==> config.mk <==
export PLATFORM = sky130hd
export DESIGN_NAME = sbpc_queue
export DESIGN_NICKNAME = d
export VERILOG_FILES = /design/src/design/sbpc_pkg.sv /design/src/design/sbpc_queue.sv
export SDC_FILE = /design/constraint.sdc
export NUM_CORES = 1
export LEC_CHECK = 0
export BUFFER_PORTS_ARGS = -buffer_cell sky130_fd_sc_hd__buf_2
export CAP_MARGIN = 0
export CORE_ASPECT_RATIO = 1.25
export CORE_MARGIN = 1
export CORE_UTILIZATION = 52
export DETAILED_ROUTE_END_ITERATION = 12
export GPL_ROUTABILITY_DRIVEN = 1
export PLACE_DENSITY = 0.79
export SYNTH_ARGS = -nofsm -noshare
export SYNTH_HDL_FRONTEND = slang
export SYNTH_SLANG_ARGS = --single-unit
==> constraint.sdc <==
create_clock -name clk -period 11.5 [get_ports clk]
set_input_delay 0.575 -clock clk [delete_from_list [all_inputs] [get_ports clk]]
set_output_delay 0.575 -clock clk [all_outputs]
set_load 0.01 [all_outputs]
==> src/design/sbpc_pkg.sv <==
// Shared types and constants for the swept box pair collision block.
// Used by the front, queue and back modules and the top level.
// No dependencies.
package sbpc_pkg;

	localparam int MAX_ACTORS_DEF = 32;
	localparam int RESULT_CAP     = 32;
	localparam int INDEX_W        = $clog2(RESULT_CAP);
	localparam int QUEUE_DEPTH    = 2;
	localparam int FRAC_BITS      = 8;

	localparam logic [1:0] USABLE_ALL = 2'b11;

	typedef enum logic {
		CMD_LOAD = 1'b0,
		CMD_RUN  = 1'b1
	} cmd_code_t;

	// Stored form of one actor: swept box, masks and usable flags
	// (bit 0 active, bit 1 both sizes nonzero).
	typedef struct packed {
		logic signed [32:0] x_low;
		logic signed [32:0] x_high;
		logic signed [32:0] y_low;
		logic signed [32:0] y_high;
		logic [15:0]        layer;
		logic [15:0]        accept;
		logic [1:0]         usable;
	} actor_t;

	typedef struct packed {
		cmd_code_t code;
		actor_t    actor;
	} cmd_t;

	typedef enum logic {
		BK_IDLE,
		BK_RUN
	} back_state_t;

	typedef struct packed {
		logic busy;
		logic has_actors;
	} back_stat_t;

endpackage

==> src/design/sbpc_queue.sv <==
// Short command queue between front and back.
// Depends on sbpc_pkg.
module sbpc_queue (
	input  logic            clk,
	input  logic            arst_n,
	input  logic            push_valid,
	input  sbpc_pkg::cmd_t  push_data,
	output logic            push_ready,
	output logic            pop_valid,
	output sbpc_pkg::cmd_t  pop_data,
	input  logic            pop_ready
);

	localparam int DEPTH = sbpc_pkg::QUEUE_DEPTH;
	localparam int PW    = (DEPTH > 1) ? $clog2(DEPTH) : 1;
	localparam int CW    = $clog2(DEPTH + 1);

	sbpc_pkg::cmd_t slot_q [DEPTH];
	logic [PW-1:0]  wr_ptr_q, rd_ptr_q;
	logic [CW-1:0]  fill_q;
	logic           do_push, do_pop;

	assign push_ready = (fill_q != CW'(DEPTH));
	assign pop_valid  = (fill_q != '0);
	assign pop_data   = slot_q[rd_ptr_q];
	assign do_push    = push_valid && push_ready;
	assign do_pop     = pop_valid && pop_ready;

	always_ff @(posedge clk or negedge arst_n) begin
		if (!arst_n) begin
			wr_ptr_q <= '0;
			rd_ptr_q <= '0;
			fill_q   <= '0;
		end else begin
			if (do_push) begin
				wr_ptr_q <= (wr_ptr_q == PW'(DEPTH - 1)) ? '0 : wr_ptr_q + PW'(1);
			end
			if (do_pop) begin
				rd_ptr_q <= (rd_ptr_q == PW'(DEPTH - 1)) ? '0 : rd_ptr_q + PW'(1);
			end
			if (do_push && !do_pop) begin
				fill_q <= fill_q + CW'(1);
			end else if (do_pop && !do_push) begin
				fill_q <= fill_q - CW'(1);
			end
		end
	end

	always_ff @(posedge clk) begin
		if (do_push) begin
			slot_q[wr_ptr_q] <= push_data;
		end
	end

endmodule

Word level (Yosys, flattened, before mapping)
Memory sizes are Yosys's and may differ from the RTL's.
Index checks and enable logic that the tools add are counted.
W data, S select, Z words.
{"block": "totals", "mem_bits_rw": 334, "inputBits": 171, "regBits": 4, "out_inout_bits": 169, "memories": 1}
{"name": "slot_q", "depth": 2, "width": 167, "read_ports": 1, "rd_clocked_by_memory_dff": 0, "wr": 1, "line_no": "sbpc_queue.sv:18", "text": "sbpc_pkg::cmd_t slot_q [DEPTH];"}
{"block": "op_classes", "addsub": 4, "eq_ne": 1, "n_mux": 6, "n_reduce_logical": 8}
{"cell": "$logic_and A1 B1 Y1", "count": 4}
{"cell": "$mux W1", "count": 4}
{"cell": "$mux W2", "count": 2}
{"cell": "$reduce_bool A2 Y1", "count": 2}
{"cell": "$add A1 B1 Y1 const B", "count": 2}
{"cell": "$add A2 B1 Y2 const B", "count": 1}
{"cell": "$logic_not A1 Y1", "count": 2}
{"cell": "$ne A2 B2 Y1 const B", "count": 1}
{"cell": "$sub A2 B1 Y2 const B", "count": 1}

Logic depth before layout (Yosys ltp)
Gate-level depths: netlist of run 1.
{"block": "depth", "ltp_word": 6, "ltp_mapped": 7, "ltp_nobuf": 7}

Worst setup path after synthesis of run 1
OpenSTA, ideal clock, no wires.
{"block": "synth_timing", "path_type": "reg2reg", "from": "reg fill_q[0]", "to": "mem slot_q[0][0] in the netlist's numbering (enable)", "stages_incl_launch_ff": 4, "arrival_time_ps": 7629, "required_time_ps": 10804, "setup_slack_ps": 3175, "cell_sequence": "dfrtp_1 -> nand2b_1 -> nand2_1 -> nor2_1"}
{"block": "synth_via", "elab_chain_len": 4}
{"element": "start: declaration", "line_no": "sbpc_queue.sv:20", "text": "logic [CW-1:0] fill_q;"}
{"element": "start signal: assignment", "line_no": "sbpc_queue.sv:42", "text": "fill_q <= fill_q + CW'(1);"}
{"element": "start signal: assignment", "line_no": "sbpc_queue.sv:44", "text": "fill_q <= fill_q - CW'(1);"}
{"element": "$ne A2 B2 Y1", "line_no": "sbpc_queue.sv:23", "text": "assign push_ready = (fill_q != CW'(DEPTH));"}
{"element": "net push_ready", "line_no": "sbpc_queue.sv:8", "text": "output logic push_ready,"}
{"element": "$logic_and A1 B1 Y1", "line_no": "sbpc_queue.sv:26", "text": "assign do_push = push_valid && push_ready;"}
{"element": "$mux W1", "line_no": "sbpc_queue.sv:50", "text": "if (do_push) begin"}
{"element": "$mux W1 (implied by the code)", "line_no": "sbpc_queue.sv:51", "text": "slot_q[wr_ptr_q] <= push_data;"}
{"element": "end: declaration", "line_no": "sbpc_queue.sv:18"}
The timed path passes the listed nets, and every way through them passes these cells.

==> flow_metrics.py, run 1 <==
metrics = {
    "run_status": {
        "status": "finished, final reports clean",
    },
    "worst_setup_path": {
        "crit_arrival_ps": 3130,
        "worstPathMaxFanout": 76,
        "rr_worst_depth": 5,
        "r2r_slack_ps": 9070,
        "critical_path.reg2reg.startpoint": "fill_q[0]",
        "critPathKind": "flip-flop to primary output",
        "reg2reg_to": "slot_q[0][149]",
        "crit_family": "buffers and inverters",
        "cp-start-kind": "flip-flop",
        "crit_path_cell_trace": "buf_4, mux2_2, buf_2",
        "crit_buf_inv": 2,
        "critical_path_cell_count": 3,
        "slowest_stage": "buf_4",
        "crit_required_ps": 10930,
        "worstSetupEndpointType": "primary output",
        "max_stage_delay_ps": 940,
        "critPathLaunch": "rd_ptr_q",
    },
    "sta": {
        "finalHoldViolCount": 0,
        "setup_viol": 0,
        "min_period_ps": 3700,
        "setup_tns_ps": 0,
        "maxSlewViolCount": 0,
        "slew_headroom": 0.206,
        "rsz0062_at_grt": "no",
        "worst_slew_pin_slew_ps": 1190,
        "skew_ps": 12.9,
        "max_freq_ghz": 0.270,
        "fin_crit_sh": 0.322,
        "setup_slack_ps": 7800,
    },
    "die": {
        "dieArea_um2": 25000,
        "initial_core_util": 0.532,
        "ioPinCount": 340,
        "die_h_um": 177,
        "rows": 63,
        "fp.dieW_um": 142,
        "core_area_um2": 23800,
    },
    "worst_hold_path": {
        "worstHoldPathType": "primary input to flip-flop",
        "worstHoldStart": "push_data[34]",
        "min_path_cells": 1,
        "min_to": "slot_q[1][34]",
    },
    "yosys": {
        "yosysWarnings": 0,
        "ys_seq_area_frac": 0.799,
        "avgSynthCellArea_um2": 23.6,
        "syn_inst": 538,
        "syn_nets": 710,
        "synth-seq-cells": 338,
        "synth_area_um2": 12700,
        "ys_types": 15,
    },
    "placed_design": {
        "gp_congestion": 0.711,
        "dp_hpwl_mm": 15.9,
        "place_ws_ps": 8380,
        "place.port_buffers": 339,
    },
    "route": {
        "drtAntennaViolNets": 0,
        "drc": 0,
        "first_iter_violations": 321,
        "wl_met1_mm": 8.48,
        "wire_per_inst_um": 19.0,
        "wirelength_mm": 23.8,
        "vias_per_cell": 5.03,
        "vias": 6287,
        "route.met2.wl_mm": 12.8,
        "wl_met3_mm": 1.81,
        "top_layer_used": "met5",
        "dr.pass1.iters": 4,
    },
    "clock_network": {
        "numCtsBuffers": 31,
        "clock_sinks": 338,
        "cts.path.max_buffers": 3,
        "path_clk_slew_ps": 70,
        "cts_setup_buffers": 0,
        "cts_root_buffer": "clkbuf_16",
        "insertion_delay_ps": 540,
        "cts_tree": "built",
        "h-tree-depth": 1,
    },
    "run": {
        "drv_cap": 0,
    },
    "cells_and_area": {
        "fin_nets": 1071,
        "syn_to_final_growth_pct": 23.8,
        "drive_above_1_share": 0.611,
        "final_core_util": 0.659,
        "n_fill_cell": 1657,
    },
    "grt": {
        "antenna_found_initial": 8,
        "grt_max_degree": 77,
        "grt_pass1_wl_mm": 34.8,
        "grt_pass1_vias": 6642,
        "grt.total_usage": 0.185,
        "grt.overflow.total": 0,
    },
    "pwr": {
        "peakVddDrop_uv": 164,
        "power_w": 0.00402,
        "leakage_nw": 6.13,
        "powerDensity_nw_per_um2": 256,
    },
}
==> power by group <==
part	switching (W)	total, W	internal (W)
combinational	0.000616	0.00122	0.000602
sequential	0.000107	0.00179	0.00169
clock	0.000419	0.00100	0.000585
total	0.00114	0.00402	0.00288
==> worst register-to-register path: cells and delay by family, from the launching register on <==
kind,cells,cell delay [ps]
buffers and inverters,2,1190
DFF,1,410
and+or+nand+nor,3,430
==> per-stage QoR <==
step / cell area, µm² / std cells / hold WS (ps)
after global routing: 15700 / 1251 / 190
after floorplan: 12700 / 538 / 279
after CTS: 15700 / 1248 / 189
after global placement: 14700 / 1190 / 402
after detailed placement: 14700 / 1190 / 400
final: 15700 / 1251 / 217
==> synth_stat cells <==
master | count | share of area
ha_1 | 1 | 0.00099
inv_1 | 1 | 0.00030
and3_1 | 1 | 0.00049
buf_2 | 4 | 0.0016
or2_2 | 1 | 0.00049
edfxtp_1 | 334 | 0.79
dfrtp_1 | 4 | 0.0079
nor2_1 | 2 | 0.00059
mux2_4 | 101 | 0.12
buf_6 | 15 | 0.013
xnor2_1 | 3 | 0.0021
nand2_1 | 2 | 0.00059
nand2b_1 | 1 | 0.00049
mux2_2 | 66 | 0.059
xor2_1 | 2 | 0.0014
==> worst max path at each step <==
stage                     slack [ps]            end
after detailed placement        8380  pop_data[159]
after CTS                       7790  pop_data[121]
after global placement          8450  pop_data[150]
after global routing            7700  pop_data[118]
after floorplan                 3180   slot_q[0][0]
final                           7800  pop_data[126]
==> sequential cells by signal, indices dropped and copies added (netlist names) <==
name	cells
slot_q	334
rd_ptr_q	1
fill_q	2
wr_ptr_q	1
==> logic make-up after synthesis <==
group | share of synthesized area
buf+inv | 0.0152
simple gates | 0.00267
xor+xnor | 0.00346
fa+ha+maj | 0.000987
mux | 0.178
flops | 0.799
==> cell usage in the layout, fill, tap and decap left out <==
cell type / n
xnor2_1: 3
clkinvlp_4: 6
inv_1: 1
buf_2: 339
or2_2: 1
dfrtp_1: 3
nand2_1: 2
diode_2: 3
buf_4: 7
and3_4: 1
dfrtp_4: 1
clkbuf_8: 3
bufinv_16: 3
nand2b_1: 1
mux2_4: 101
clkbuf_16: 31
edfxtp_1: 334
clkinv_2: 3
nor2_1: 1
nor2_4: 1
clkbuf_1: 10
xor2_1: 2
clkinv_4: 1
ha_1: 1
mux2_2: 66
dlygate4sd3_1: 1
==> layout make-up <==
cell class	instances	area, µm²	area share
flip-flops and latches	338	10100	0.646
multi-input cells	180	2360	0.151
repair buffers	347	1760	0.112
clock buffers	44	855	0.0545
well taps	325	407	0.0259
clock inverters	13	159	0.0101
diodes	3	7.51	0.000479
inverters	1	3.75	0.000239
==> what timing repair did <==
action	in CTS	in global routing
hold endpoints to repair	4	0
gates resized for setup	0	0
hold buffers	1	0
==> layer usage <==
| layer | vias up | GRT usage |
|---|---|---|
| met3 | 49 | 0.0542 |
| li1 | 2877 | - |
| met1 | 3110 | 0.197 |
| met2 | 241 | 0.343 |
| met4 | 10 | 0.0685 |
| met5 | - | 0 |
(Power assumes the default switching activity.)
==> run 2: changes to the inputs <==
==> constraint.sdc (replaced) <==
create_clock -name clk -period 3.85 [get_ports clk]
set_input_delay 0.1925 -clock clk [delete_from_list [all_inputs] [get_ports clk]]
set_output_delay 0.1925 -clock clk [all_outputs]
set_load 0.01 [all_outputs]
==> run 2 against run 1 <==
Against the previous run: cell count increased by 14%; sequential share of layout area fell by 6.2 points; global-route usage rose by 3.4 points; clock skew up 6.8 ps; worst setup slack worse by 6700 ps; via count rose by 13%; critical path type unchanged.
==> flow_metrics.py, run 2 (synthesis gave the netlist of run 1 again) <==
metrics = {
    "worst_setup_path": {
        "slowest_stage": "dfrtp_4",
        "worstPathMaxFanout": 58,
        "crit_required_ps": 3660,
        "max_stage_delay_ps": 1010,
        "reg2reg_to": "slot_q[1][100]",
        "crit_path_cell_trace": "buf_4, mux2_2, buf_2",
        "crit_arrival_ps": 2560,
        "cp-start-kind": "flip-flop",
        "crit_buf_inv": 2,
        "critPathKind": "flip-flop to primary output",
        "critical_path.reg2reg.startpoint": "fill_q[0]",
        "crit_family": "flip-flops",
        "rr_worst_depth": 3,
        "r2r_slack_ps": 1600,
        "worstSetupEndpointType": "primary output",
    },
    "route": {
        "wirelength_mm": 28.1,
        "drtAntennaViolNets": 0,
        "vias_per_cell": 5.00,
        "wire_per_inst_um": 19.8,
        "vias": 7095,
        "dr.pass1.iters": 4,
        "drc": 0,
        "first_iter_violations": 294,
    },
    "sta": {
        "maxSlewViolCount": 0,
        "min_period_ps": 2750,
        "slew_headroom": 0.402,
        "max_freq_ghz": 0.363,
        "setup_viol": 0,
        "whs_ps": 124,
        "rsz0062_at_grt": "no",
        "skew_ps": 19.7,
        "fin_crit_sh": 0.715,
        "finalHoldViolCount": 0,
        "setup_tns_ps": 0,
        "worst_slew_pin_slew_ps": 896,
    },
    "grt": {
        "antenna_found_initial": 0,
        "grt.overflow.total": 0,
        "grt.total_usage": 0.219,
        "grt_max_degree": 86,
        "grt_pass1_wl_mm": 41.0,
        "grt_pass1_vias": 7735,
    },
    "worst_hold_path": {
        "worstHoldStart": "push_valid",
        "min_to": "wr_ptr_q",
        "worstHoldPathType": "primary input to flip-flop",
        "min_path_cells": 3,
    },
    "cells_and_area": {
        "drive_above_1_share": 0.509,
        "n_fill_cell": 1416,
        "reg.largest.list": "slot_q x334, fill_q x2",
        "largest_reg_flops": 334,
        "fin_nets": 1242,
        "final_cell_mix": "339 x buf_2, 334 x edfxtp_1, 170 x dlygate4sd3_1",
        "largest_register": "slot_q",
        "diodes": 0,
        "syn_to_final_growth_pct": 36.9,
        "final_common_cell": "buf_2",
    },
    "placed_design": {
        "place.port_buffers": 339,
        "dp_hpwl_mm": 16.0,
        "gp_congestion": 0.769,
    },
    "pwr": {
        "powerDensity_nw_per_um2": 698,
        "peakVddDrop_uv": 641,
        "leakage_nw": 6.84,
    },
    "die": {
        "initial_core_util": 0.532,
        "dieArea_um2": 25000,
        "rows": 63,
        "core_area_um2": 23800,
        "fp.dieW_um": 142,
        "die_h_um": 177,
        "ioPinCount": 340,
    },
    "clock_network": {
        "cts_tree": "built",
        "cts_root_buffer": "clkbuf_16",
        "cts_setup_buffers": 0,
        "path_clk_slew_ps": 60,
        "h-tree-depth": 1,
        "cts.path.max_buffers": 3,
        "clock_sinks": 338,
        "insertion_delay_ps": 550,
        "numCtsBuffers": 31,
    },
    "run_status": {
        "status": "finished, final reports clean",
    },
    "run": {
        "drv_cap": 0,
    },
}
-- run 2: cell count changes in the layout (fill, tap and decap cells not counted) --
cell	previous run	this run
clkinv_1	0	8
diode_2	3	0
dlygate4sd3_1	1	170
inv_6	0	1
bufinv_16	3	0
clkinvlp_4	6	0
clkbuf_1	10	12
buf_12	0	5
buf_4	7	4
clkinv_4	1	0
-- run 2: worst max-delay path by stage --
stage | start | end | slack (ps) | depth (start not counted)
2_1_floorplan | fill_q[0] | slot_q[0][0] | 220 | 3
3_3_place_gp | rd_ptr_q | pop_data[160] | 1720 | 3
3_5_place_dp | rd_ptr_q | pop_data[128] | 1680 | 3
4_1_cts | rd_ptr_q | pop_data[128] | 1070 | 3
5_1_grt | rd_ptr_q | pop_data[124] | 990 | 3
6_report | rd_ptr_q | pop_data[124] | 1100 | 3
-- run 2: layout make-up --
| class | count | area [µm²] | area share |
|---|---|---|---|
| inverter | 1 | 3.75 | 0.000216 |
| tap | 325 | 407 | 0.0234 |
| clock buffer | 46 | 862 | 0.0497 |
| sequential | 338 | 10100 | 0.584 |
| timing repair buffer | 518 | 3530 | 0.203 |
| clock inverter | 12 | 53.8 | 0.00310 |
| multi-input combinational | 180 | 2360 | 0.136 |
-- run 2: report_power, final --
part	leakage (nW)	internal (W)	switching (W)	total [W]
logic	3.24	0.00196	0.00197	0.00393
registers	3.15	0.00503	0.000365	0.00540
clock network	0.447	0.00154	0.00124	0.00278
-- run 2: metrics by stage --
stage | cells | util | worst slack, ps | instance area [µm²] | power (W)
2_1_floorplan | 538 | - | 218 | 12700 | 0.00794
3_3_place_gp | 1192 | 0.619 | 1720 | 14700 | 0.00906
6_report | 1420 | 0.729 | 1100 | 17400 | 0.0121
3_5_place_dp | 1192 | 0.619 | 1680 | 14700 | 0.00917
4_1_cts | 1420 | 0.729 | 1070 | 17400 | 0.0121
5_1_grt | 1420 | 0.729 | 993 | 17400 | 0.0126
-- run 2: tightest hold or removal path, cell delays in order --
cell	delay (ps)
buf_2	120
nand2_1	200
xnor2_1	120
-- run 2: layer usage --
metal	GRT usage	vias up	routed length [µm]
met5	0	-	0
met4	0.0860	0	1020
met3	0.0504	74	2010
met2	0.424	310	15600
met1	0.223	3507	9460
li1	-	3204	-
-- run 2: timing repair --
item	CTS	global route
hold endpoints to repair	339	0
gates resized for setup	0	0
hold buffers	170	0
