<file path="src/design/sbpc_pkg.sv">
// Shared types and constants for the swept box pair collision block.
// Used by the front, queue and back modules and the top level.
// No dependencies.
package sbpc_pkg;

	localparam int MAX_ACTORS_DEF = 32;
	localparam int RESULT_CAP     = 32;
	localparam int INDEX_W        = $clog2(RESULT_CAP);
	localparam int QUEUE_DEPTH    = 2;
	localparam int FRAC_BITS      = 8;

	localparam logic [1:0] USABLE_ALL = 2'b11;

	typedef enum logic {
		CMD_LOAD = 1'b0,
		CMD_RUN  = 1'b1
	} cmd_code_t;

	// Stored form of one actor: swept box, masks and usable flags
	// (bit 0 active, bit 1 both sizes nonzero).
	typedef struct packed {
		logic signed [32:0] x_low;
		logic signed [32:0] x_high;
		logic signed [32:0] y_low;
		logic signed [32:0] y_high;
		logic [15:0]        layer;
		logic [15:0]        accept;
		logic [1:0]         usable;
	} actor_t;

	typedef struct packed {
		cmd_code_t code;
		actor_t    actor;
	} cmd_t;

	typedef enum logic {
		BK_IDLE,
		BK_RUN
	} back_state_t;

	typedef struct packed {
		logic busy;
		logic has_actors;
	} back_stat_t;

endpackage

</file>
<file path="src/design/sbpc_item_if.sv">
// Input channel of the swept box pair collision block: valid/ready plus one item.
// Depends on nothing.
interface sbpc_item_if;
	logic               valid;
	logic               ready;
	logic               command;
	logic signed [31:0] pos_x;
	logic signed [31:0] pos_y;
	logic signed [31:0] prev_x;
	logic signed [31:0] prev_y;
	logic [11:0]        box_width;
	logic [11:0]        box_height;
	logic [15:0]        layer_bits;
	logic [15:0]        accept_bits;
	logic               is_active;

	modport source (
		output valid, command, pos_x, pos_y, prev_x, prev_y,
		       box_width, box_height, layer_bits, accept_bits, is_active,
		input  ready
	);
	modport sink (
		input  valid, command, pos_x, pos_y, prev_x, prev_y,
		       box_width, box_height, layer_bits, accept_bits, is_active,
		output ready
	);
endinterface

</file>
<file path="src/design/sbpc_front.sv">
// Front end: takes input transfers, classifies them and builds the swept box.
// Depends on sbpc_pkg and sbpc_item_if.
module sbpc_front (
	input  logic            clk,
	input  logic            arst_n,
	sbpc_item_if.sink       item,
	output logic            push_valid,
	output sbpc_pkg::cmd_t  push_data,
	input  logic            push_ready
);

	logic               valid_s1;
	sbpc_pkg::cmd_t     cmd_s1;
	sbpc_pkg::cmd_t     cmd_d;
	logic signed [32:0] px, py, qx, qy;
	logic signed [32:0] w_fix, h_fix;
	logic signed [32:0] x_max, y_max;
	logic               take;

	assign item.ready = !valid_s1 || push_ready;
	assign take       = item.valid && item.ready;

	always_comb begin
		px    = 33'(item.pos_x);
		py    = 33'(item.pos_y);
		qx    = 33'(item.prev_x);
		qy    = 33'(item.prev_y);
		w_fix = $signed({13'd0, item.box_width, 8'd0});
		h_fix = $signed({13'd0, item.box_height, 8'd0});
		x_max = (px > qx) ? px : qx;
		y_max = (py > qy) ? py : qy;

		cmd_d.code          = sbpc_pkg::cmd_code_t'(item.command);
		cmd_d.actor.x_low   = (px < qx) ? px : qx;
		cmd_d.actor.y_low   = (py < qy) ? py : qy;
		// max(p + w, q + w) == max(p, q) + w
		cmd_d.actor.x_high  = x_max + w_fix;
		cmd_d.actor.y_high  = y_max + h_fix;
		cmd_d.actor.layer   = item.layer_bits;
		cmd_d.actor.accept  = item.accept_bits;
		cmd_d.actor.usable  = {(item.box_width != 12'd0) && (item.box_height != 12'd0),
		                       item.is_active};
	end

	always_ff @(posedge clk or negedge arst_n) begin
		if (!arst_n) begin
			valid_s1 <= 1'b0;
		end else if (item.ready) begin
			valid_s1 <= item.valid;
		end
	end

	always_ff @(posedge clk) begin
		if (take) begin
			cmd_s1 <= cmd_d;
		end
	end

	assign push_valid = valid_s1;
	assign push_data  = cmd_s1;

endmodule

</file>
<file path="src/flat_wrapper.sv">
// flat-port wrapper written by rule: the top's interface ports become plain ports
module sbpc_front_flat 
  (clk, arst_n, push_valid, push_data, push_ready, item_valid, item_command, item_pos_x, item_pos_y, item_prev_x, item_prev_y, item_box_width, item_box_height, item_layer_bits, item_accept_bits, item_is_active, item_ready);
  sbpc_item_if item_i ();
  input  logic clk;
  input  logic arst_n;
  output logic push_valid;
  output sbpc_pkg::cmd_t push_data;
  input  logic push_ready;
  input wire logic [$bits(item_i.valid)-1:0] item_valid;
  input wire logic [$bits(item_i.command)-1:0] item_command;
  input wire logic [$bits(item_i.pos_x)-1:0] item_pos_x;
  input wire logic [$bits(item_i.pos_y)-1:0] item_pos_y;
  input wire logic [$bits(item_i.prev_x)-1:0] item_prev_x;
  input wire logic [$bits(item_i.prev_y)-1:0] item_prev_y;
  input wire logic [$bits(item_i.box_width)-1:0] item_box_width;
  input wire logic [$bits(item_i.box_height)-1:0] item_box_height;
  input wire logic [$bits(item_i.layer_bits)-1:0] item_layer_bits;
  input wire logic [$bits(item_i.accept_bits)-1:0] item_accept_bits;
  input wire logic [$bits(item_i.is_active)-1:0] item_is_active;
  output wire logic [$bits(item_i.ready)-1:0] item_ready;
  assign item_i.valid = item_valid;
  assign item_i.command = item_command;
  assign item_i.pos_x = item_pos_x;
  assign item_i.pos_y = item_pos_y;
  assign item_i.prev_x = item_prev_x;
  assign item_i.prev_y = item_prev_y;
  assign item_i.box_width = item_box_width;
  assign item_i.box_height = item_box_height;
  assign item_i.layer_bits = item_layer_bits;
  assign item_i.accept_bits = item_accept_bits;
  assign item_i.is_active = item_is_active;
  assign item_ready = item_i.ready;
  sbpc_front u_core (.clk(clk), .arst_n(arst_n), .item(item_i), .push_valid(push_valid), .push_data(push_data), .push_ready(push_ready));
endmodule
</file>
<file path="config.mk">
export PLATFORM = sky130hd
export DESIGN_NAME = sbpc_front_flat
export DESIGN_NICKNAME = d
export VERILOG_FILES = /design/src/design/sbpc_pkg.sv /design/src/design/sbpc_item_if.sv /design/src/design/sbpc_front.sv /design/src/flat_wrapper.sv
export SDC_FILE = /design/constraint.sdc
export NUM_CORES = 1
export LEC_CHECK = 0
export BUFFER_PORTS_ARGS = -buffer_cell sky130_fd_sc_hd__buf_2
export CORE_UTILIZATION = 46
export DETAILED_ROUTE_END_ITERATION = 16
export GPL_TIMING_DRIVEN = 0
export PLACE_DENSITY = 0.74
export SYNTH_ARGS = -nofsm -noshare
export SYNTH_HDL_FRONTEND = slang
export SYNTH_SLANG_ARGS = --single-unit
</file>
<file path="constraint.sdc">
create_clock -name clk -period 5.1 [get_ports clk]
set_input_delay 0.51 -clock clk [delete_from_list [all_inputs] [get_ports clk]]
set_output_delay 0.51 -clock clk [all_outputs]
set_load 0.05 [all_outputs]
</file>
# Word level (Yosys, flattened, before mapping)
# Index checks and enable logic that the tools add are counted.
[word_totals] ff_bits=168 output_inout_bits=169 wordCells=25 inputBits=190
[classes] n_reduce_logical=6 muxes=4 n_lt_le_gt_ge=4 n_addsub=2
[op_table] cell="two-way mux 33 bit" n=4
[op_table] cell="adder 33 x 21 -> 33 bit" n=2
[op_table] cell="greater-than comparator 32 bit" n=2
[op_table] cell="less-than comparator 32 bit" n=2
[op_table] cell="nonzero test 12 bit" n=2
[op_table] cell="logical AND 1 bit" n=2
[op_table] cell="logical NOT 1 bit" n=1
[op_table] cell="logical OR 1 bit" n=1

# Longest topological paths before layout
# Gate-level depths: netlist of the first run.
[logic_depth] depth_word=3 depth_mapped=23 depth_no_buf=21

# Worst setup path after synthesis of the first run
# Ideal clock, no wire load.
[synth_path] path_kind="register -> register" startpoint="register u_core.valid_s1 (netlist: u_core.push_valid)" endpoint="register u_core.cmd_s1, in the netlist u_core.push_data[0], enable pin" setup_ns=0.544 n_path_buf=0 setup_slack_ns=-0.349 path_stages_with_launch=3 arrival_ns=4.905 period_less_slack_ns=5.449 t_required_ns=4.556 cell_sequence="dfrtp_1 > nand2b_1 > and2_1"
[synth_between] elab_chain_cells=3
[synth_rtl] item="from (decl)" line_no="sbpc_front.sv:12" rtl="logic valid_s1;"
[synth_rtl] item="from (signal assigned)" line_no="sbpc_front.sv:49" rtl="valid_s1 <= item.valid;"
[synth_rtl] item="logical NOT 1 bit" line_no="sbpc_front.sv:20" rtl="assign item.ready = !valid_s1 || push_ready;"
[synth_rtl] item="logical OR 1 bit" line_no="sbpc_front.sv:20"
[synth_rtl] item="named net item_ready" line_no="flat_wrapper.sv:21" rtl="output wire logic [$bits(item_i.ready)-1:0] item_ready;"
[synth_rtl] item="logical AND 1 bit" line_no="sbpc_front.sv:21" rtl="assign take = item.valid && item.ready;"
[synth_rtl] item="named net u_core.take" line_no="sbpc_front.sv:18" rtl="logic take;"
[synth_rtl] item="to (signal assigned)" line_no="sbpc_front.sv:55" rtl="cmd_s1 <= cmd_d;"
[synth_rtl] item="to (decl)" line_no="sbpc_front.sv:13" rtl="sbpc_pkg::cmd_t cmd_s1;"
# The timed path passes the listed nets, and every way through them passes these cells.
# A chain may end at the register's enable or synchronous reset.

==> results of run 1 <==
[critical path: stages]
cell	delay, ns
buf_2	0.12
inv_1	0.07
ha_1	0.34
a21oi_1	0.16
a21boi_0	0.12
a311oi_1	0.39
nand3_1	0.23
o21ai_4	0.25
nor2_2	0.10
clkbuf_1	0.24
o21ai_0	0.28
ha_1	0.25
inv_1	0.07
fa_1	0.41
nor2b_1	0.18
o31a_1	0.22
o211ai_1	0.22
a31oi_4	0.36
nor4b_2	0.34
xnor2_1	0.17
o21ai_1	0.08
[layout by cell type, fill, tap and decap left out, drive strengths merged, types with 15 or more instances in the layout]
cell type | synthesis | final
nor2 | 34 | 34
inv | 74 | 80
nand2 | 138 | 138
o21ai | 125 | 125
buf | 19 | 386
xnor2 | 39 | 39
clkbuf | 13 | 30
ha | 90 | 90
edfxtp | 165 | 165
nand4 | 15 | 15
a21oi | 58 | 58
nand3 | 26 | 26
[power groups by stage]
stage          Clock (uW)  Combinational (uW)  Sequential, uW
3_5_place_dp            0                1570            1770
3_3_place_gp            0                1540            1780
2_1_floorplan           0                 654            2250
4_1_cts              1340                1590            1740
6_report             1320                1630            1740
5_1_grt              1390                1750            1760
[state kept, by name, summed over array words and instances, names as in the netlist]
signal,count
u_core.push_data,165
u_core.push_valid,1
[how the worst min path moves through the flow]
stage	startpoint	end	slack, ns	cells past startpoint
after detailed placement	arst_n	u_core.push_valid	0.29	1
final	item_layer_bits[11]	u_core.push_data[29]	0.25	1
after CTS	item_accept_bits[12]	u_core.push_data[14]	0.23	1
after floorplan	arst_n	u_core.push_valid	0.21	0
after global routing	item_accept_bits[12]	u_core.push_data[14]	0.22	1
after global placement	arst_n	u_core.push_valid	0.28	1
[metrics by stage]
step / hold slack, ns / cells / worst slack [ns]
2_1_floorplan: 0.214 / 960 / 0.303
3_3_place_gp: 0.285 / 1593 / -1.03
3_5_place_dp: 0.288 / 1595 / -1.08
4_1_cts: 0.230 / 1630 / -0.00992
5_1_grt: 0.224 / 1635 / -0.0297
6_report: 0.250 / 1636 / 0.147
[cells by family after synthesis]
kind of cell,after synthesis,share of synthesized area
adder cells (fa/ha/maj),92,0.116
buffers and inverters,106,0.0436
flip-flops,166,0.497
AND/OR/NAND/NOR,279,0.133
multiplexers,15,0.0154
XOR/XNOR,49,0.0428
AO/OA/AOI/OAI,253,0.152
[cell type report]
cell class              count  area (sq um)
repair buffers            369          1920
plain buffers              31           168
clock inverters            15           181
clock buffers              17           425
inverters                  74           278
flip-flops and latches    166          4980
multi-input cells         688          4680
fillers                  1759          8180
well taps                 275           344
diodes                      1          2.50
[layer usage]
| metal | track usage | vias up | routed length, um |
|---|---|---|---|
| li1 | - | 4283 | - |
| met3 | 0.0591 | 26 | 2660 |
| met4 | 0.0536 | 2 | 347 |
| met2 | 0.458 | 412 | 14800 |
| met5 | 0 | - | 13 |
| met1 | 0.310 | 4170 | 11300 |
[timing repair]
action                                  CTS  global route
endpoints found under the hold margin     1             0
resized for setup                         6            21
setup buffers                             2             6
endpoints found under the setup margin   15            21
pin swaps                                 1             4
hold buffers                              1             0
==> flow_metrics.tcl, run 1 <==
set metrics [dict create \
    area_delta_synth_final_pct 29.6 \
    setup_viol 0 \
    worst_slew_pin_slew_ns 0.886 \
    switching_power_uw 1790 \
    clk_latency_ns 0.43 \
    synth.top_cells.by_area "edfxtp_1 (49%), ha_1 (11%), o21ai_0 (5.5%)" \
    port_buffers 358 \
    grt_max_degree 66 \
    root_buffer "clkbuf_16" \
    critPathCaptureType "flip-flop" \
    fmax_mhz 202 \
    finalCritPeriodShare 0.971 \
    start_util 0.473 \
    post_synth_instance_area_sq_mm 0.0100 \
    p_clk_frac 0.281 \
    power_density_mw_per_mm2 361 \
    drtPass1Iterations 5 \
    cp-start-kind "input pin" \
    crit_end "u_core.push_data[130]" \
    post_drt_wl_per_cell_um 17.8 \
    maxSlewViolCount 0 \
    drt-initial-drc-count 515 \
    yosys.cell_types.count 68 \
    post-synth-top-count-cell "edfxtp_1" \
    synth_warnings 0 \
    die_y_um 150 \
    cts_buffer_depth 2 \
    min_period_ns 4.95 \
    synth_common_cells "edfxtp_1 (165), nand2_1 (138), o21ai_0 (111)" \
    synth_top_area_frac 0.495 \
    crit_path_start "item_prev_x[30]" \
    layout-drive-gt1-share 0.336 \
    grt-ovfl-total 0 \
    worstPathRequired_ns 5.28 \
    routed_wl_um 29100 \
    synth-seq-area-share 0.497 \
    placed_cell_area_sq_mm 0.0122 \
    p_comb_frac 0.347 \
    num_rows 53 \
    p_int_uw 2900 \
    remaining_drc_errors 0 \
    cts_made_buffers 17 \
    utilization 0.614 \
    slew_headroom 0.404 \
    fin_area_sq_mm 0.0130 \
    total_power_uw 4690 \
    die_w_um 150 \
    vias 8893 \
    die-area_sq_mm 0.0224 \
    ys_ff_latch 166 \
    crit_fanout 10 \
    yosys_most_used_dff "edfxtp_1" \
    core_area_sq_mm 0.0212 \
    r2r_end "u_core.push_data[7]" \
    clock_skew_ns 0.0106 \
    synth_cells 960 \
    path_clk_slew_ns 0.07 \
    hp-class "in2reg" \
    clock-sinks 166 \
    r2r_start "u_core.push_valid" \
    peakVddDrop_v 0.000221 \
    num_io_pins 359 \
    fin_tns_setup_ns 0 \
    hold_viol_final 0 \
    dpl.hpwl_um 22800 \
    synth-async-reset-ratio 0.00602 \
    layout.nets 1629 \
    routabilityCongestion 0.896 \
    path_class "in2reg" \
    antenna_found_initial 1 \
    synth_edf_count 165 \
    swShare 0.381 \
    synth_top_area_cell "edfxtp_1" \
    drt-vias-per-instance 5.44 \
    reg2reg_depth 4 \
    seqPwrFrac 0.372 \
    antenna_left 0 \
    cts_htree_levels 4 \
    track_usage 0.256 \
    syn_nets 1242 \
    worstPathArrival_ns 5.13 \
    grt_pass1_vias 8358 \
    cts_tree "built" \
    maxCapViolCount 0 \
    outcome "complete, no violations" \
    avgSynthCellArea_sq_um 10.4 \
    leakage_uw 0.00590 \
    grt_pass1_wl_um 44000 \
    r2r_setup_slack_ns 3.02 \
]
(Power assumes the default switching activity.)
==> run 2: changes to the inputs <==
--- a/config.mk
+++ b/config.mk
@@ -5,11 +5,12 @@
 export SDC_FILE = /design/constraint.sdc
 export NUM_CORES = 1
 export LEC_CHECK = 0
+export ABC_AREA = 1
 export BUFFER_PORTS_ARGS = -buffer_cell sky130_fd_sc_hd__buf_2
 export CORE_UTILIZATION = 46
 export DETAILED_ROUTE_END_ITERATION = 16
 export GPL_TIMING_DRIVEN = 0
-export PLACE_DENSITY = 0.74
+export PLACE_DENSITY = 0.73
 export SYNTH_ARGS = -nofsm -noshare
 export SYNTH_HDL_FRONTEND = slang
 export SYNTH_SLANG_ARGS = --single-unit
==> run 2 against run 1 <==
Effect of this change:
- non-clock buffer count decreased by 3
- register-to-register slack improved by 0.11 ns
- die area is 3.1% higher
- power rose by 1.5%
- sequential power hardly changed
- synthesized cell count is 15% higher
- worst setup slack improved by 0.21 ns
- clock power about the same
==> flow_metrics.tcl, run 2 <==
set metrics [dict create \
    outcome "complete, no violations" \
    clock-sinks 166 \
    leakage_uw 0.00656 \
    critical-path-top-delay-family "simple AND/OR/NAND/NOR gates" \
    clock_skew_ns 0.0102 \
    grt_pass1_wl_um 45400 \
    num_io_pins 359 \
    worstPathArrival_ns 4.92 \
    dpl.hpwl_um 23500 \
    grt_max_degree 29 \
    drtPass1Iterations 5 \
    swShare 0.385 \
    avgSynthCellArea_sq_um 9.34 \
    maxCapViolCount 0 \
    maxSlewViolCount 0 \
    layout.nets 1771 \
    cts_buffer_depth 2 \
    post_synth_instance_area_sq_mm 0.0103 \
    die-area_sq_mm 0.0231 \
    die_w_um 152 \
    p_int_uw 2920 \
    synth_top_area_cell "edfxtp_1" \
    cp-start-kind "input pin" \
    critPathCaptureType "flip-flop" \
    grt_pass1_vias 8859 \
    synth_common_cells "nand2_1 (249), inv_1 (176), edfxtp_1 (165)" \
    postCtsSetupBuffers 0 \
    antenna_left 0 \
    ys_ff_latch 166 \
    fin_cells 1783 \
    yosys_most_used_dff "edfxtp_1" \
    p_comb_frac 0.352 \
    synth_top_area_frac 0.480 \
    num_rows 54 \
    routed_wl_um 29000 \
    crit_fanout 10 \
    cts_tree "built" \
    path_class "in2reg" \
    p_clk_frac 0.279 \
    holdCritStartpoint "item_layer_bits[9]" \
    syn_nets 1387 \
    hold_viol_final 0 \
    worstPathRequired_ns 5.28 \
    peakVddDrop_v 0.000203 \
    start_util 0.472 \
    slowest_stage "fa_1" \
    drt-vias-per-instance 5.05 \
    hold_ws_ns 0.255 \
    synth_edf_count 165 \
    synth-seq-area-share 0.482 \
    largest_reg_flops 165 \
    synth-async-reset-ratio 0.00602 \
    synth_warnings 0 \
    post-synth-top-count-cell "nand2_1" \
    synth.top_cells.by_area "edfxtp_1 (48%), ha_1 (11%), nand2_1 (9.1%)" \
    root_buffer "clkbuf_16" \
    cts_htree_levels 4 \
    path_buf_inv 8 \
    path_clk_slew_ns 0.07 \
    final_cell_mix "buf_2 (372), nand2_1 (249), inv_1 (176)" \
    hp-class "in2reg" \
    grt-ovfl-total 0 \
    port_buffers 358 \
    crit_path_start "item_prev_x[23]" \
    cp_common_cell "nand2_1" \
    r2r_start "u_core.push_valid" \
    total_power_uw 4750 \
    rsz0062_at_grt "false" \
    slew_headroom 0.402 \
    core_area_sq_mm 0.0219 \
    track_usage 0.250 \
    max_stage_delay_ns 0.39 \
    switching_power_uw 1830 \
    drt-initial-drc-count 489 \
    seqPwrFrac 0.369 \
    worst_slew_pin_slew_ns 0.895 \
    yosys.cell_types.count 42 \
    antenna_found_initial 0 \
    routabilityCongestion 0.916 \
    setup_viol 0 \
    power_density_mw_per_mm2 359 \
    fmax_mhz 211 \
    layout_commonest_cell "buf_2" \
    fin_tns_setup_ns 0 \
    min_period_ns 4.74 \
    synth_cells 1105 \
    die_y_um 152 \
    vias 9010 \
    area_delta_synth_final_pct 28.3 \
    finalCritPeriodShare 0.930 \
    clk_latency_ns 0.42 \
    cts_made_buffers 17 \
    remaining_drc_errors 0 \
    post_drt_wl_per_cell_um 16.2 \
    dp_cells 1749 \
    layout-drive-gt1-share 0.340 \
]
-- run 2: cell count changes in the layout (fill, tap and decap cells not counted), sizes merged, moves of 12 or more --
cell / before / now
mux2i: 12 / 0
o21ai: 125 / 109
inv: 80 / 188
nor2: 34 / 53
xor2: 10 / 29
nand4: 15 / 32
xnor2: 39 / 7
nand2: 138 / 287
-- run 2: path summary, 6_finish.rpt --
path,to,slack [ns],depth (start not counted)
setup / recovery,u_core.push_data[132],0.36,34
hold / removal,u_core.push_data[27],0.26,1
setup reg to reg,u_core.push_data[136],3.13,3
hold reg to reg,u_core.push_valid,0.59,2
max in group asynchronous,u_core.push_valid,4.62,2
min in group asynchronous,u_core.push_valid,0.40,2
-- run 2: power groups by stage --
stage | clock network [uW] | logic [uW] | registers, uW
6_report | 1330 | 1670 | 1760
5_1_grt | 1390 | 1810 | 1770
4_1_cts | 1350 | 1670 | 1760
3_5_place_dp | 0 | 1660 | 1780
3_3_place_gp | 0 | 1620 | 1790
2_1_floorplan | 0 | 715 | 2270
-- run 2: metal layers --
layer  vias up  part of all wire  GRT usage
met4         0             0.027     0.0886
met1      4111              0.39      0.286
li1       4457                 -          -
met3        52             0.088     0.0719
met5         -                 0          0
met2       390              0.50      0.444
-- run 2: logic make-up after synthesis --
logic type               Yosys count  share of synthesized area
AND/OR/NAND/NOR                  419                      0.195
adder cells (fa/ha/maj)           92                      0.113
buffers and inverters            215                     0.0858
flip-flops                       166                      0.482
AO/OA/AOI/OAI                    177                     0.0933
XOR/XNOR                          36                     0.0305
-- run 2: through the flow --
stage / setup slack, ns / area (sq um) / utilization
global route: 0.0150 / 13200 / 0.605
global placement: -0.311 / 12500 / 0.570
finish: 0.356 / 13300 / 0.605
CTS: 0.0481 / 13200 / 0.604
floorplan: 0.665 / 10300 / -
detailed placement: -0.364 / 12600 / 0.577
-- run 2: cell type report --
cell class | instances | area [sq um]
multi-input cells | 724 | 4490
clock buffers | 17 | 425
clock inverters | 15 | 171
repair buffers | 365 | 1940
plain buffers | 32 | 203
diodes | 1 | 2.50
fillers | 1893 | 8640
flip-flops and latches | 166 | 4980
inverters | 183 | 687
well taps | 280 | 350
-- run 2: worst register-to-register path, delay by kind of cell (launching register included) --
family / cells / cell delay (ns)
DFF: 1 / 0.43
buffers and inverters: 2 / 0.49
AOI/OAI and AO/OA: 1 / 0.73
-- run 2: repair_timing --
| item | 4_1_cts | 5_1_grt |
|---|---|---|
| endpoints found under the setup margin | 0 | 12 |
| hold buffers | 1 | 0 |
| resized for setup | 0 | 8 |
| hold endpoints to repair | 1 | 0 |
